File: src/design/hslc_pkg.sv
// Package for the RGB/HSL to RGBA8 converter: item type and fixed-point constants.
// No dependencies; used by every module of the converter.
`default_nettype none

package hslc_pkg;

    localparam int ARG_W = 24;
    localparam int ARG_FRAC_BITS = 8;
    localparam int QF = 20;
    localparam int FIFO_DEPTH = 2;

    localparam logic [23:0] DEN_PCT = 24'd25600;
    localparam logic [23:0] DEN_BARE = 24'd65280;
    localparam logic [23:0] DEN_UNIT = 24'd256;

    typedef struct packed {
        logic            is_hsl;
        logic            with_alpha;
        logic [3:0][23:0] val;
        logic [3:0]      pct;
        logic [3:0]      zero;
        logic [3:0]      full;
    } hslc_item_t;

endpackage

`default_nettype wire

File: src/design/hslc_fifo.sv
// Short queue between the front end and the arithmetic back end.
// Depends on hslc_pkg for the item type.
`default_nettype none

module hslc_fifo #(
    parameter int DEPTH = hslc_pkg::FIFO_DEPTH
) (
    input  logic               clk,
    input  logic               rst_n,
    input  logic               push,
    input  hslc_pkg::hslc_item_t push_item,
    output logic               full,
    output logic               head_valid,
    output hslc_pkg::hslc_item_t head_item
);
    import hslc_pkg::*;

    localparam int PW = (DEPTH > 1) ? $clog2(DEPTH) : 1;
    localparam int CW = $clog2(DEPTH + 1);

    hslc_item_t      mem_reg [DEPTH];
    logic [PW-1:0]   wr_ptr_reg, rd_ptr_reg;
    logic [CW-1:0]   count_reg, count_next;
    logic            pop, do_push;

    assign pop = (count_reg != '0);
    assign do_push = push && (count_reg != CW'(DEPTH));
    assign full = (count_reg == CW'(DEPTH));
    assign head_valid = pop;
    assign head_item = mem_reg[rd_ptr_reg];

    always_comb
    begin
        count_next = count_reg;
        if (do_push && !pop)
            count_next = count_reg + CW'(1);
        else if (!do_push && pop)
            count_next = count_reg - CW'(1);
    end

    always_ff @(posedge clk or negedge rst_n)
    begin
        if (!rst_n)
        begin
            wr_ptr_reg <= '0;
            rd_ptr_reg <= '0;
            count_reg <= '0;
        end
        else
        begin
            count_reg <= count_next;
            if (do_push)
                wr_ptr_reg <= (wr_ptr_reg == PW'(DEPTH - 1)) ? '0 : wr_ptr_reg + PW'(1);
            if (pop)
                rd_ptr_reg <= (rd_ptr_reg == PW'(DEPTH - 1)) ? '0 : rd_ptr_reg + PW'(1);
        end
    end

    always_ff @(posedge clk)
    begin
        if (do_push)
        begin
            mem_reg[wr_ptr_reg] <= push_item;
        end
    end

endmodule

`default_nettype wire

File: config.mk
export PLATFORM = sky130hd
export DESIGN_NAME = hslc_fifo
export DESIGN_NICKNAME = d
export VERILOG_FILES = /design/src/design/hslc_pkg.sv /design/src/design/hslc_fifo.sv
export SDC_FILE = /design/constraint.sdc
export NUM_CORES = 1
export LEC_CHECK = 0
export BUFFER_PORTS_ARGS = -buffer_cell sky130_fd_sc_hd__buf_2
export CAP_MARGIN = 10
export CELL_PAD_IN_SITES_DETAIL_PLACEMENT = 0
export CELL_PAD_IN_SITES_GLOBAL_PLACEMENT = 1
export CORE_MARGIN = 2
export CORE_UTILIZATION = 44
export DETAILED_ROUTE_END_ITERATION = 10
export PLACE_DENSITY = 0.77
export SYNTH_ARGS = -nofsm -noshare
export SYNTH_HDL_FRONTEND = slang
export SYNTH_SLANG_ARGS = --single-unit
File: constraint.sdc
create_clock -name clk -period 7.1 [get_ports clk]
set_input_delay 0.71 -clock clk [delete_from_list [all_inputs] [get_ports clk]]
set_output_delay 0.71 -clock clk [all_outputs]
set_load 0.01 [all_outputs]
### Yosys cells after proc, flatten, opt, wreduce, memory -nomap -nowiden

Memories as Yosys holds them, arrays and structs flattened.
Cells that the tools add are included.
W data, S select, Z words.

| cells by class | value |
|---|---|
| add/sub/neg operators | 4 |
| equality and inequality tests | 2 |
| multiplexer cells | 6 |
| reduce and logical (&&, ||, !) cells | 7 |

Operators with widths:

| operator | count |
|---|---|
| $mux W1 | 4 |
| $mux W2 | 2 |
| $reduce_bool A2 Y1 | 2 |
| $logic_and A1 B1 Y1 | 3 |
| $add A1 B1 Y1 const B | 2 |
| $add A2 B1 Y2 const B | 1 |
| $eq A2 B2 Y1 const B | 1 |
| $logic_not A1 Y1 | 2 |
| $ne A2 B2 Y1 const B | 1 |
| $sub A2 B1 Y2 const B | 1 |

| storage, ports and cells | value |
|---|---|
| RAM bits | 220 |
| output and inout bits | 112 |
| word-level logic and storage cells | 23 |
| bits of input ports | 113 |
| register bits after elaboration | 4 |
| memories | 1 |

Memory list:

| name | words | width | rd ports | clocked after memory_dff | write ports | line | source |
|---|---|---|---|---|---|---|---|
| mem_reg | 2 | 110 | 1 | 0 | 1 | hslc_fifo.sv:21 | `hslc_item_t mem_reg [DEPTH];` |

### Longest topological paths before layout

| logic depth | value |
|---|---|
| depth after elaboration | 6 |
| mapped depth | 7 |
| mapped depth without buffers | 7 |

### Worst setup path after synthesis

Ideal clock, no wire load.

| timing path | value |
|---|---|
| path type | input to register |
| start point | in push |
| end point | mem mem_reg[0][0] (netlist name), enable pin |
| buffers on the path | 0 |
| library setup time | 0.580 ns |
| path slack | 1.146 ns |
| data required time | 6.520 ns |
| arrival | 5.374 ns |
| cell stages on the path | 2 |
| cells stage by stage | nand2_1 -> nor2_1 |

| between the ends | value |
|---|---|
| longest elaborated chain between the ends | 3 |

RTL lines:

| item | line | source |
|---|---|---|
| start, declared | hslc_fifo.sv:10 | `input logic push,` |
| $logic_and A1 B1 Y1 | hslc_fifo.sv:27 | `assign do_push = push && (count_reg != CW'(DEPTH));` |
| $mux W1 | hslc_fifo.sv:61 | `if (do_push)` |
| $mux W1 (not written as such) | hslc_fifo.sv:63 | `mem_reg[wr_ptr_reg] <= push_item;` |
| end, declared | hslc_fifo.sv:21 |  |

No other way between the ends.

==> metrics.md <==
| Metric | Value |
|---|---|
| Worst-case reg-to-reg path depth | `3` |
| Launching point of the worst reg2reg path | `count_reg[0]$_DFFE_PN0P_` |
| Leakage power | `3.851 nW` |
| Cell count after placement | `806` |
| Count of antenna-violating nets left after detailed routing | `0` |
| Crit end category | `primary output` |
| Routed length per placed instance | `18.23 µm` |
| Antenna violations before repair | `1` |
| Most frequent cell after synthesis | `sky130_fd_sc_hd__edfxtp_1` |
| Count of hold-fix buffers inserted at cts | `1` |
| Weighted congestion reported at the end of routability-driven placement | `0.7437` |
| Worst hold path type | `in2reg` |
| Area occupied by multi-input gates | `around 1300 µm²` |
| WHS Path Cells | `1` |
| Crit path depth | `3` |
| Synth Area per Inst | `approximately 23 µm²` |
| Number of max-cap violations | `0` |
| Number of hold violations in the final report | `0` |
| Pin count of the biggest net entering global routing | `62` |
| Post-route standard cell area excluding fillers | `10,250 µm²` |
| Type of origin of the critical path | `flip-flop` |
| Cell types with the highest counts after synthesis | `sky130_fd_sc_hd__edfxtp_1 (220), sky130_fd_sc_hd__mux2_2 (110), sky130_fd_sc_hd__buf_6 (10), sky130_fd_sc_hd__dfrtp_1 (4)` |
| Busiest metal layer after global routing | `met2` |
| Area of the die | `approximately 20,000 µm²` |
| Cell family with the largest share of critical-path delay | `flip-flops` |
| Number of global-route vias before repair | `4,459` |
| Final setup fails | `0` |
| GR met2 Demand/Resource | `26.83%` |
| Signed area change from the synthesized netlist to the final layout | `25.55%` |
| RSZ-0062 raised after global routing | `false` |
| Die H | `approximately 140 µm` |
| Largest stage delay, worst path | `900 ps` |
| Source of the critical timing path | `rd_ptr_reg$_DFFE_PN0P_` |
| Critical path class | `reg2out` |
| Result of the run | `finished, final reports clean` |
| Average vias per placed instance | `just under 5` |
| Fraction of layout cells with a size suffix above 1 | `about 61%` |
| Max frequency | `0.2851 GHz` |
| Drt initial violations | `121` |
| H-tree Lvls | `1` |
| Crit path DAT | `2800 ps` |
| Number of synthesized flops with an enable pin | `220` |
| Count of unique library cells instantiated by Yosys | `13` |
| Clock tree buffer depth | `3` |
| Final cell count without fillers | `848` |
| Std-Cell Core Area | `about 18,000 µm²` |
| Total placed instance area | `9494 µm²` |
| Register area share after synthesis | `82.16%` |
| Flip-flop count of the largest register, all copies and words added | `220` |
| GR Util All Layers | `15.08%` |
| Peak supply drop | `0.2098 mV` |
| Largest fanout on the critical path | `57` |
| Filler instances | `1,409` |
| Sequential cell area | `6710 µm²` |
| Length of the first detailed-routing pass in iterations | `4` |
| Power per cell area | `417.1 nW/µm²` |
| Final worst path period need | `3508 ps` |
| Routed via count | `4,134` |
| Number of buffer and inverter instances along the worst setup path | `2` |
| Post-detail-place hpwl | `10,050 µm` |
| Total of cells resized after clock tree synthesis | `0` |
| Starting utilization of the core area | `45.13%` |
| Number of synthesis warnings | `0` |
| Flip-flop and latch count after synthesis | `224` |
| Count of unresolved DRC violations after routing | `0` |
| Final-stage net count | `717` |
| Post-synthesis instance area | `between 8000 and 9000 µm²` |
| Clock transition at the register clock pins on the worst setup and hold paths after CTS | `60 ps` |
| Total power consumption of the routed design | `4.274 mW` |
| Count of input and output buffers | `about 220` |
| Endpoint required time on the critical path | `6390 ps` |
| Worst-case register-to-register setup slack | `4600 ps` |
| Share of synthesized flip-flops with an asynchronous set or reset | `under 10%` |
| Accumulated negative setup slack | `0 ps` |
| Clock sinks | `224` |
| Slew of the pin with the lowest slew margin | `849.3 ps` |
| Number of instances in the synthesized netlist | `between 300 and 400` |
| Largest area contributor in the netlist | `sky130_fd_sc_hd__edfxtp_1` |
| Setup Buffers After CTS | `0` |
| Clock latency on the worst-skew pair | `490 ps` |
| Dominant register cell in the synthesized netlist | `sky130_fd_sc_hd__edfxtp_1` |
| Endpoint of the worst-slack reg-to-reg timing path | `mem_reg[1][86]$_DFFE_PP_` |
| CTS tree | `yes` |
| Aggregate global routing overflow | `0` |
| Cells taking the most area after synthesis | `sky130_fd_sc_hd__edfxtp_1 (81%), sky130_fd_sc_hd__mux2_2 (15%), sky130_fd_sc_hd__buf_6 (1.4%)` |
| Num rows | `49` |
| Cell at the root of the clock tree | `sky130_fd_sc_hd__clkbuf_16` |
| End point of the critical path | `head_item[92]` |
| Met3 track utilization from global routing | `4.513%` |
| Wire length of the first global-routing pass | `around 23,000 µm` |
| Mapped Nets | `475` |
| Worst path slowest cell | `sky130_fd_sc_hd__dfrtp_4` |
| N_diodes | `0` |
| Top cell type's share of synthesized area | `80.93%` |
| Width of the die | `140.2 µm` |
| Num CTS Buffers | `23` |
| Cell-by-cell listing of the critical path | `buf_4, mux2_2, buf_2` |
| Top-Level Pins | `225` |
| Post-route fraction of the period consumed by the critical path | `49.41%` |
| Clock skew after layout | `approximately 9.5 ps` |
| GR Util met1 | `18.23%` |
| Max Transition Viols Final | `0` |
| Normalized max-slew margin | `between 40% and 50%` |
| Hold slack final | `406.2 ps` |
| Wirelength, routed | `15,460 µm` |
-- per-stage QoR --
stage | worst slack (ps) | util [%]
4_1_cts | 3554 | 56.67
6_report | 3592 | 56.67
3_5_place_dp | 4082 | 52.49
3_3_place_gp | 4103 | 52.49
5_1_grt | 3454 | 56.67
2_1_floorplan | 1146 | -
-- per-layer routing --
metal | vias to the layer above | part of all wire, %
met3 | 22 | 8.1
met2 | 149 | 51
met5 | - | 0.084
met4 | 2 | 1.3
met1 | 2041 | 39
li1 | 1920 | -
-- cells by family after synthesis --
| logic type | count (synthesis) | synth area share [%] |
|---|---|---|
| flops | 224 | 82.16 |
| mux | 110 | 15.17 |
| buf+inv | 15 | 1.640 |
| simple gates | 6 | 0.3373 |
| xor+xnor | 5 | 0.5366 |
| fa+ha+maj | 1 | 0.1533 |
-- placed cells by master (no fill, tap or decap) --
master                          netlist  final
sky130_fd_sc_hd__ha_1                 1      1
sky130_fd_sc_hd__xnor2_1              3      3
sky130_fd_sc_hd__nor2_1               3      2
sky130_fd_sc_hd__bufinv_16            0      3
sky130_fd_sc_hd__nand2b_1             1      1
sky130_fd_sc_hd__and3_4               0      1
sky130_fd_sc_hd__edfxtp_1           220    220
sky130_fd_sc_hd__nand2_1              1      1
sky130_fd_sc_hd__clkbuf_1             0      5
sky130_fd_sc_hd__clkinv_2             0      7
sky130_fd_sc_hd__dfrtp_1              4      3
sky130_fd_sc_hd__clkinv_1             0      1
sky130_fd_sc_hd__dfrtp_4              0      1
sky130_fd_sc_hd__buf_4                0      4
sky130_fd_sc_hd__clkbuf_16            0     23
sky130_fd_sc_hd__mux2_2             110    110
sky130_fd_sc_hd__clkinvlp_4           0      1
sky130_fd_sc_hd__inv_1                3      3
sky130_fd_sc_hd__dlygate4sd3_1        0      1
sky130_fd_sc_hd__xor2_1               2      2
sky130_fd_sc_hd__nor2_4               0      1
sky130_fd_sc_hd__buf_2                2    224
sky130_fd_sc_hd__clkbuf_8             0      1
-- worst min-delay path by stage --
stage | startpoint | end | slack (ps)
global placement | count_reg[1]$_DFFE_PN0P_ | count_reg[1]$_DFFE_PN0P_ | 480
CTS | push_item[86] | mem_reg[0][86]$_DFFE_PP_ | 390
detailed placement | count_reg[1]$_DFFE_PN0P_ | count_reg[1]$_DFFE_PN0P_ | 490
global route | push_item[109] | mem_reg[1][109]$_DFFE_PP_ | 380
floorplan | rst_n | count_reg[0]$_DFFE_PN0P_ | 410
finish | push_item[70] | mem_reg[1][70]$_DFFE_PP_ | 410
-- report_power, final --
part           total, mW  internal [mW]  switching (mW)
Combinational       1.15          0.537           0.616
Sequential          1.94           1.81           0.128
Clock               1.18          0.715           0.467
Total               4.27           3.06            1.21
-- cell type report --
type / count / share of cell area, %
Clock inverter: 12 / 1.331
Inverter: 3 / 0.1099
Sequential cell: 224 / 65.47
Clock buffer: 29 / 5.933
Multi-Input combinational cell: 122 / 13.03
Timing Repair Buffer: 229 / 11.33
Tap cell: 229 / 2.796
-- worst register-to-register path, stage by stage (launching register included) --
cell and delay (ps):
sky130_fd_sc_hd__dfrtp_1 410, sky130_fd_sc_hd__nand2b_1 170, sky130_fd_sc_hd__and3_4 670, sky130_fd_sc_hd__buf_4 810
(Power assumes the default switching activity.)
