<file path="src/design/hslc_pkg.sv">
// Package for the RGB/HSL to RGBA8 converter: item type and fixed-point constants.
// No dependencies; used by every module of the converter.
`default_nettype none

package hslc_pkg;

    localparam int ARG_W = 24;
    localparam int ARG_FRAC_BITS = 8;
    localparam int QF = 20;
    localparam int FIFO_DEPTH = 2;

    localparam logic [23:0] DEN_PCT = 24'd25600;
    localparam logic [23:0] DEN_BARE = 24'd65280;
    localparam logic [23:0] DEN_UNIT = 24'd256;

    typedef struct packed {
        logic            is_hsl;
        logic            with_alpha;
        logic [3:0][23:0] val;
        logic [3:0]      pct;
        logic [3:0]      zero;
        logic [3:0]      full;
    } hslc_item_t;

endpackage

`default_nettype wire

</file>
<file path="src/design/hslc_front.sv">
// Front end of the converter: accepts a color word and classifies each channel.
// Depends on hslc_pkg.
`default_nettype none

module hslc_front (
    input  logic               clk,
    input  logic               rst_n,
    input  logic               start,
    input  logic               busy,
    input  logic               is_hsl,
    input  logic               with_alpha,
    input  logic [23:0]        arg0_value,
    input  logic               arg0_pct,
    input  logic [23:0]        arg1_value,
    input  logic               arg1_pct,
    input  logic [23:0]        arg2_value,
    input  logic               arg2_pct,
    input  logic [23:0]        arg3_value,
    input  logic               arg3_pct,
    output hslc_pkg::hslc_item_t item,
    output logic               item_valid
);
    import hslc_pkg::*;

    hslc_item_t item_reg, item_next;
    logic       valid_reg;
    logic [23:0] den;

    always_comb
    begin
        item_next.is_hsl = is_hsl;
        item_next.with_alpha = with_alpha;
        item_next.val = {arg3_value, arg2_value, arg1_value, arg0_value};
        item_next.pct = {arg3_pct, arg2_pct, arg1_pct, arg0_pct};
        den = DEN_UNIT;
        for (int k = 0; k < 4; k++)
        begin
            if (k == 3)
                den = item_next.pct[k] ? DEN_PCT : DEN_UNIT;
            else
                den = item_next.pct[k] ? DEN_PCT : DEN_BARE;
            item_next.zero[k] = item_next.val[k][23] || (item_next.val[k] == 24'd0);
            item_next.full[k] = !item_next.val[k][23] && (item_next.val[k] >= den);
        end
    end

    always_ff @(posedge clk or negedge rst_n)
    begin
        if (!rst_n)
        begin
            valid_reg <= 1'b0;
        end
        else
        begin
            valid_reg <= start && !busy;
        end
    end

    always_ff @(posedge clk)
    begin
        if (start && !busy)
        begin
            item_reg <= item_next;
        end
    end

    assign item = item_reg;
    assign item_valid = valid_reg;

endmodule

`default_nettype wire

</file>
<file path="config.mk">
export PLATFORM = sky130hd
export DESIGN_NAME = hslc_front
export DESIGN_NICKNAME = d
export VERILOG_FILES = /design/src/design/hslc_pkg.sv /design/src/design/hslc_front.sv
export SDC_FILE = /design/constraint.sdc
export NUM_CORES = 1
export LEC_CHECK = 0
export BUFFER_PORTS_ARGS = -buffer_cell sky130_fd_sc_hd__buf_2
export CAP_MARGIN = 0
export CORE_ASPECT_RATIO = 0.7
export CORE_MARGIN = 10
export CORE_UTILIZATION = 48
export DETAILED_ROUTE_END_ITERATION = 8
export PLACE_DENSITY = 0.93
export SLEW_MARGIN = 20
export SYNTH_ARGS = -nofsm -noshare
export SYNTH_HDL_FRONTEND = slang
export SYNTH_SLANG_ARGS = --single-unit
export TNS_END_PERCENT = 20
</file>
<file path="constraint.sdc">
create_clock -name clk -period 1.1 [get_ports clk]
set_clock_uncertainty 0.2 [all_clocks]
set_input_delay 0.275 -clock clk [delete_from_list [all_inputs] [get_ports clk]]
set_output_delay 0.275 -clock clk [all_outputs]
set_load 0.02 [all_outputs]
</file>
# == After elaboration in Yosys (flattened, before gate mapping) ==
# Index checks and enable logic that the tools add are counted.
# word_totals
register_bits,111
inputBits,106
out_inout_bits,111
wordCells,36
# op_classes
magnitude_cmp,4
mux,4
n_reduce_logical,18
# ops
cell,n
$logic_not 24->1,4
$ge 24x16->1,3
$mux 16,3
$ge 24x15->1,1
$mux 15,1
$logic_and 1x1->1,5
$logic_not 1->1,5
$logic_or 1x1->1,4

# == Depth between registers and ports, before layout ==
# Gate-level depths: netlist (run 1).
# logic_depth
depth_word,3
mapped_depth,6
depth_no_buf,6

# == Least setup slack after synthesis (run 1) ==
# Ideal clock, no wire load.
# synth_timing
path_kind,input -> register
startpoint,input busy
endpoint,register valid_reg (netlist: item_valid)
setup_time_ns,0.642
t_arrival_ns,5.189
required_time_ns,0.258
slack_ns,-4.931
path_stages,1
n_path_buf,0
cell_sequence,nor2b_1
# synth_between
elab_chain_len,2
# synth_lines
item,line,text
from (decl),hslc_front.sv:9,"input logic busy,"
$logic_not 1->1,hslc_front.sv:55,valid_reg <= start && !busy;
$logic_and 1x1->1,hslc_front.sv:55,
to (signal assigned),hslc_front.sv:55,
to (decl),hslc_front.sv:26,logic valid_reg;
# Every way passes these cells.
# A chain may end at the register's enable or synchronous reset.

# == Worst setup path after layout (run 1) ==
# layout_timing
startpoint,register item_reg (netlist bit item[101])
endpoint,output item[101] (netlist bit)
# layout_lines
item,line,text
from (decl),hslc_front.sv:25,"hslc_item_t item_reg, item_next;"
from (signal assigned),hslc_front.sv:63,item_reg <= item_next;
to (decl),hslc_front.sv:20,"output hslc_pkg::hslc_item_t item,"
# No word-level cell between the ends.

==> flow_metrics.env, run 1 <==
export IMPL_port_buffers=216
export IMPL_swShare=0.250
export IMPL_syn_to_final_growth_pct=78.2
export IMPL_drive_above_1_share=0.578
export IMPL_layout_setup_ws_ns=-0.312
export IMPL_drc_errors=0
export IMPL_route_met2_wl_mm=9.09
export IMPL_synthTopCellsByArea="edfxtp_1, ha_1, nor4_1"
export IMPL_tightest_slew_ns=0.437
export IMPL_clk_pin_slew_ns=0.07
export IMPL_arrival_ns=0.94
export IMPL_grt_antenna_before_repair=2
export IMPL_syn_avg_cell_area_um2=19.2
export IMPL_cts_root_buf="clkbuf_16"
export IMPL_cp_slowest_cell="edfxtp_1"
export IMPL_status="finished, violations left"
export IMPL_p_switching_uw=2540
export IMPL_critPathCaptureType="primary output"
export IMPL_fillers=376
export IMPL_cp_slowest_stage_delay_ns=0.42
export IMPL_violations="setup timing"
export IMPL_cp_num_buf_inv=1
export IMPL_largest_reg_flops=110
export IMPL_vias=3662
export IMPL_gp_congestion=0.865
export IMPL_grt_pass1_vias=3860
export IMPL_criticalPathCategory="reg2out"
export IMPL_grt_max_degree=42
export IMPL_tritoncts="yes"
export IMPL_synth_seq_cells=111
export IMPL_first_pass_iters=5
export IMPL_comb_power_share=0.185
export IMPL_ant_nets=0
export IMPL_crit_family="flip-flops"
export IMPL_dieArea_um2=12700
export IMPL_yosysUniqueCellTypes=33
export IMPL_top_layer_used="met4"
export IMPL_synth_top_cell_area_share=0.802
export IMPL_ir_drop_uv=1090
export IMPL_seq_area_frac_synth=0.808
export IMPL_numCtsBuffers=9
export IMPL_cp_data_required_time_ns=0.62
export IMPL_place_inst=580
export IMPL_wl_per_cell_um=25.5
export IMPL_synthesis_area_um2=4120
export IMPL_h_tree_depth=3
export IMPL_seqPwrFrac=0.500
export IMPL_synth_fp_nets=339
export IMPL_wl_met1_mm=5.49
export IMPL_min_period_ns=1.41
export IMPL_whs_ns=0.0260
export IMPL_start_util=0.490
export IMPL_critPathMaxFanout=1
export IMPL_grt_overflow_total=0
export IMPL_setup_viol=128
export IMPL_post_route_period_util=1.28
export IMPL_viasPerCell=5.47
export IMPL_rsz0062_at_grt="yes"
export IMPL_cap_violations=0
export IMPL_dpl_hpwl_mm=9.93
export IMPL_rows=28
export IMPL_cts_sinks=111
export IMPL_p_int_uw=7610
export IMPL_grt_usage=0.238
export IMPL_clockBufferDepth=2
export IMPL_met3_length_mm=2.05
export IMPL_clock_fmax_mhz=708
export IMPL_yosys_warnings=0
export IMPL_wirelength_mm=17.1
export IMPL_start_kind="flop"
export IMPL_drv_slew=0
export IMPL_die_x_um=131
export IMPL_crit_path_cell_trace="buf_2"
export IMPL_hold_viol=0
export IMPL_hold_path_class="in2reg"
export IMPL_leakagePower_uw=0.00302
export IMPL_maxSlewHeadroom=0.706
export IMPL_final_nets=682
export IMPL_yosysTopAreaCell="edfxtp_1"
export IMPL_core_um2=8410
export IMPL_ios=217
export IMPL_grt_pass1_wl_mm=22.8
export IMPL_fin_util=0.873
export IMPL_p_clk_frac=0.315
export IMPL_powerDensity_nw_per_um2=1380
export IMPL_synthCells=214
export IMPL_fin_cells=669
export IMPL_dieHeight_um=97.5
export IMPL_drtIter0Drc=345
placed cells by master (no fill, tap or decap), types with 2 or more instances in the layout:
cell type,n
clkbuf_16,9
a41o_1,2
buf_4,48
nand2_1,2
nor4_2,6
o22ai_1,2
or3_4,2
nor2_1,3
buf_6,44
buf_12,4
ha_4,10
nand4_1,5
a41oi_2,2
nor3_2,2
buf_2,166
nor4_4,3
nor2_2,3
and3_4,2
nor4_1,7
inv_1,9
diode_2,2
a2111oi_4,2
a311oi_2,2
dlygate4sd3_1,68
buf_8,2
a21o_1,2
or4_4,6
nand3b_1,2
and2_4,2
nor2b_4,2
clkbuf_1,3
edfxtp_1,110
ha_1,9
metrics by stage:
step                      TNS [ns]  worst slack [ns]  instance area (um^2)  power [uW]
after floorplan            -166.05             -1.47                  4130        5700
after global placement      -36.57            -0.710                  5710        6400
after detailed placement    -37.64            -0.777                  5710        6460
after CTS                   -29.27            -0.302                  7130        9900
after global routing        -33.53            -0.343                  7340       10500
final                       -30.16            -0.312                  7340       10200
cell type report:
| class | count | area, um^2 | area share |
|---|---|---|---|
| flip-flops and latches | 111 | 3330 | 0.453 |
| repair buffers | 332 | 2480 | 0.338 |
| multi-input cells | 91 | 1060 | 0.145 |
| clock buffers | 12 | 236 | 0.0322 |
| well taps | 105 | 131 | 0.0179 |
| inverters | 12 | 52.6 | 0.00716 |
| clock inverters | 4 | 46.3 | 0.00631 |
| diodes | 2 | 5.00 | 0.000682 |
cells in the mapped netlist:
cell type  number
or4_4           4
ha_1           19
nand3_1         1
a31o_1          1
nor3_1          1
a31oi_1         1
o22ai_1         2
or3_1           2
nor2b_1         3
a21o_1          2
and3_2          2
nor2_1          6
nand4_1         5
nor3_2          2
dfrtp_1         1
a311oi_1        2
nor3b_1         1
nor4_1         16
edfxtp_1      110
o21bai_1        1
and2_1          2
a21oi_1         1
nand2_1         2
o21ai_0         2
and4b_1         1
nand3b_1        2
and3_1          1
a41o_1          2
a41oi_1         2
a2111oi_2       2
a31o_2          1
or4_1           2
inv_1          12
final timing paths:
path / from / end / slack [ns] / cells after the start
max in group asynchronous: rst_n / item_valid / 0.58 / 2
min: arg0_value[5] / item[17] / 0.03 / 2
max: item[101] / item[101] / -0.31 / 1
min in group asynchronous: rst_n / item_valid / 0.04 / 2
power groups by stage:
stage | sequential, uW | combinational (uW) | clock [uW]
floorplan | 5500 | 199 | 0
global placement | 5110 | 1290 | 0
detailed placement | 5130 | 1330 | 0
CTS | 5050 | 1700 | 3150
global route | 5100 | 1960 | 3400
finish | 5080 | 1880 | 3190
routing by layer:
layer | vias to the layer above | GRT usage
met5 | - | 0
met4 | 0 | 0.0639
li1 | 1577 | -
met1 | 1759 | 0.243
met3 | 44 | 0.0927
met2 | 282 | 0.435
cells by family (layout without fill, tap and decap cells):
kind of cell	after synthesis	in the layout	share of synthesized area
other	0	2	0
AOI/OAI and AO/OA	19	19	0.0386
DFF	111	111	0.808
adders and majority gates	19	19	0.0577
buffers and inverters	12	360	0.0109
and+or+nand+nor	53	53	0.0847
timing repair:
item | CTS | global route
setup buffers | 2 | 1
hold buffers | 67 | 1
resized for setup | 92 | 53
pin swaps | 23 | 14
hold endpoints to repair | 67 | 2
setup endpoints to repair | 119 | 119
Power figures use the tool's default switching activity.
==> inputs of run 2 (changes only) <==
--- a/config.mk
+++ b/config.mk
@@ -11,6 +11,8 @@
 export CORE_MARGIN = 10
 export CORE_UTILIZATION = 48
 export DETAILED_ROUTE_END_ITERATION = 8
+export GPL_TIMING_DRIVEN = 0
+export MAX_ROUTING_LAYER = met4
 export PLACE_DENSITY = 0.93
 export SLEW_MARGIN = 20
 export SYNTH_ARGS = -nofsm -noshare
==> flow_metrics.env, run 2 (synthesis gave the netlist of run 1 again) <==
export IMPL_drtIter0Drc=343
export IMPL_final_cell_mix="buf_2, edfxtp_1, dlygate4sd3_1, buf_6, ha_1"
export IMPL_ir_drop_uv=1140
export IMPL_largest_reg_flops=110
export IMPL_port_buffers=216
export IMPL_grt_antenna_before_repair=1
export IMPL_fin_area_um2=7610
export IMPL_clockBufferDepth=2
export IMPL_met3_length_mm=1.96
export IMPL_dp_slack_ns=-0.936
export IMPL_cts_root_buf="clkbuf_16"
export IMPL_rsz0062_at_grt="yes"
export IMPL_post_route_period_util=1.34
export IMPL_final_nets=687
export IMPL_tritoncts="yes"
export IMPL_grt_max_degree=26
export IMPL_die_x_um=131
export IMPL_dieHeight_um=97.5
export IMPL_numCtsBuffers=9
export IMPL_wl_per_cell_um=26.6
export IMPL_regArea_um2=3330
export IMPL_wl_met1_mm=6.07
export IMPL_dieArea_um2=12700
export IMPL_hold_path_class="in2reg"
export IMPL_wirelength_mm=17.9
export IMPL_gp_congestion=0.827
export IMPL_top_layer_used="met4"
export IMPL_start_kind="input pin"
export IMPL_core_um2=8410
export IMPL_powerDensity_nw_per_um2=1350
export IMPL_h_tree_depth=3
export IMPL_fin_util=0.905
export IMPL_clock_fmax_mhz=678
export IMPL_clk_pin_slew_ns=0.07
export IMPL_layout_commonest_cell="buf_2"
export IMPL_first_pass_iters=5
export IMPL_route_met2_wl_mm=9.52
export IMPL_leakagePower_uw=0.00316
export IMPL_violations="setup timing"
export IMPL_fillers=291
export IMPL_whs_path_depth=2
export IMPL_criticalPathCategory="in2reg"
export IMPL_crit_start="arg3_value[13]"
export IMPL_layout_setup_ws_ns=-0.374
export IMPL_viasPerCell=5.53
export IMPL_drc_errors=0
export IMPL_ant_nets=0
export IMPL_setup_viol=147
export IMPL_maxSlewHeadroom=0.686
export IMPL_cp_data_required_time_ns=1.07
export IMPL_dpl_instance_area_um2=5460
export IMPL_cts_sinks=111
export IMPL_grt_pass1_vias=3896
export IMPL_vias=3730
export IMPL_critPathCaptureType="flop"
export IMPL_drive_above_1_share=0.499
export IMPL_start_util=0.490
export IMPL_tightest_slew_ns=0.466
export IMPL_drv_slew=0
export IMPL_grt_usage=0.249
export IMPL_min_period_ns=1.47
export IMPL_rows=28
export IMPL_arrival_ns=1.45
export IMPL_grt_pass1_wl_mm=23.2
export IMPL_status="finished, violations left"
export IMPL_multi_input_area_um2=980
export IMPL_endpoint="item[3]"
export IMPL_dpl_hpwl_mm=9.36
export IMPL_cap_violations=0
export IMPL_syn_to_final_growth_pct=84.8
export IMPL_grt_overflow_total=0
export IMPL_critPathMaxFanout=3
export IMPL_ios=217
export IMPL_hold_viol=0
run 2: cell types whose count changed in the layout (fill, tap and decap cells not counted), moves of 3 or more:
cell            delta
buf_16             +7
dlygate4sd3_1     +27
buf_6              +3
buf_4             -43
ha_4               -5
dlymetal6s4s_1     +8
ha_1               +5
run 2: cell type report:
cell class              count  area share
flip-flops and latches    111       0.437
repair buffers            337       0.372
multi-input cells          91       0.129
clock buffers              12      0.0311
well taps                 105      0.0173
inverters                  12     0.00658
clock inverters             4     0.00608
diodes                      2    0.000658
run 2: routing by layer:
metal,GRT usage,vias up
met5,-,-
met4,0.0614,0
met3,0.0976,33
met2,0.443,274
met1,0.248,1836
li1,-,1587
run 2: worst min path at each step:
stage,start,endpoint,slack [ns]
floorplan,rst_n,item_valid,-0.22
global placement,rst_n,item_valid,-0.15
detailed placement,rst_n,item_valid,-0.15
CTS,arg2_value[9],item[69],-0.04
global route,arg2_value[23],item[6],0.07
finish,arg0_value[23],item[4],0.08
run 2: power by group:
part	switching (uW)	internal, uW	leakage, uW
Clock	1450	1760	0.000136
Sequential	111	4970	0.00105
Combinational	1020	968	0.00198
Total	2580	7700	0.00316
run 2: timing repair:
item / in CTS / in global routing
hold buffers: 100 / 3
resized for setup: 66 / 93
setup endpoints to repair: 230 / 204
pin swaps: 15 / 6
cloned: 4 / 0
endpoints found under the hold margin: 102 / 3
setup buffers: 9 / 0
run 2: worst max-delay path, stage by stage:
cell and delay, ns:
buf_2 0.13, ha_1 0.30, nor2_1 0.05, nor3b_1 0.33, a21oi_1 0.16, a31oi_1 0.21
run 2: metrics by stage:
step	power (uW)	setup TNS (ns)	instances	hold slack [ns]
finish	10300	-33.91	674	0.0763
global route	10500	-38.29	673	0.0718
CTS	9900	-30.94	669	-0.0393
detailed placement	6370	-75.58	540	-0.147
global placement	6270	-232.30	535	-0.150
floorplan	5700	-166.05	214	-0.221
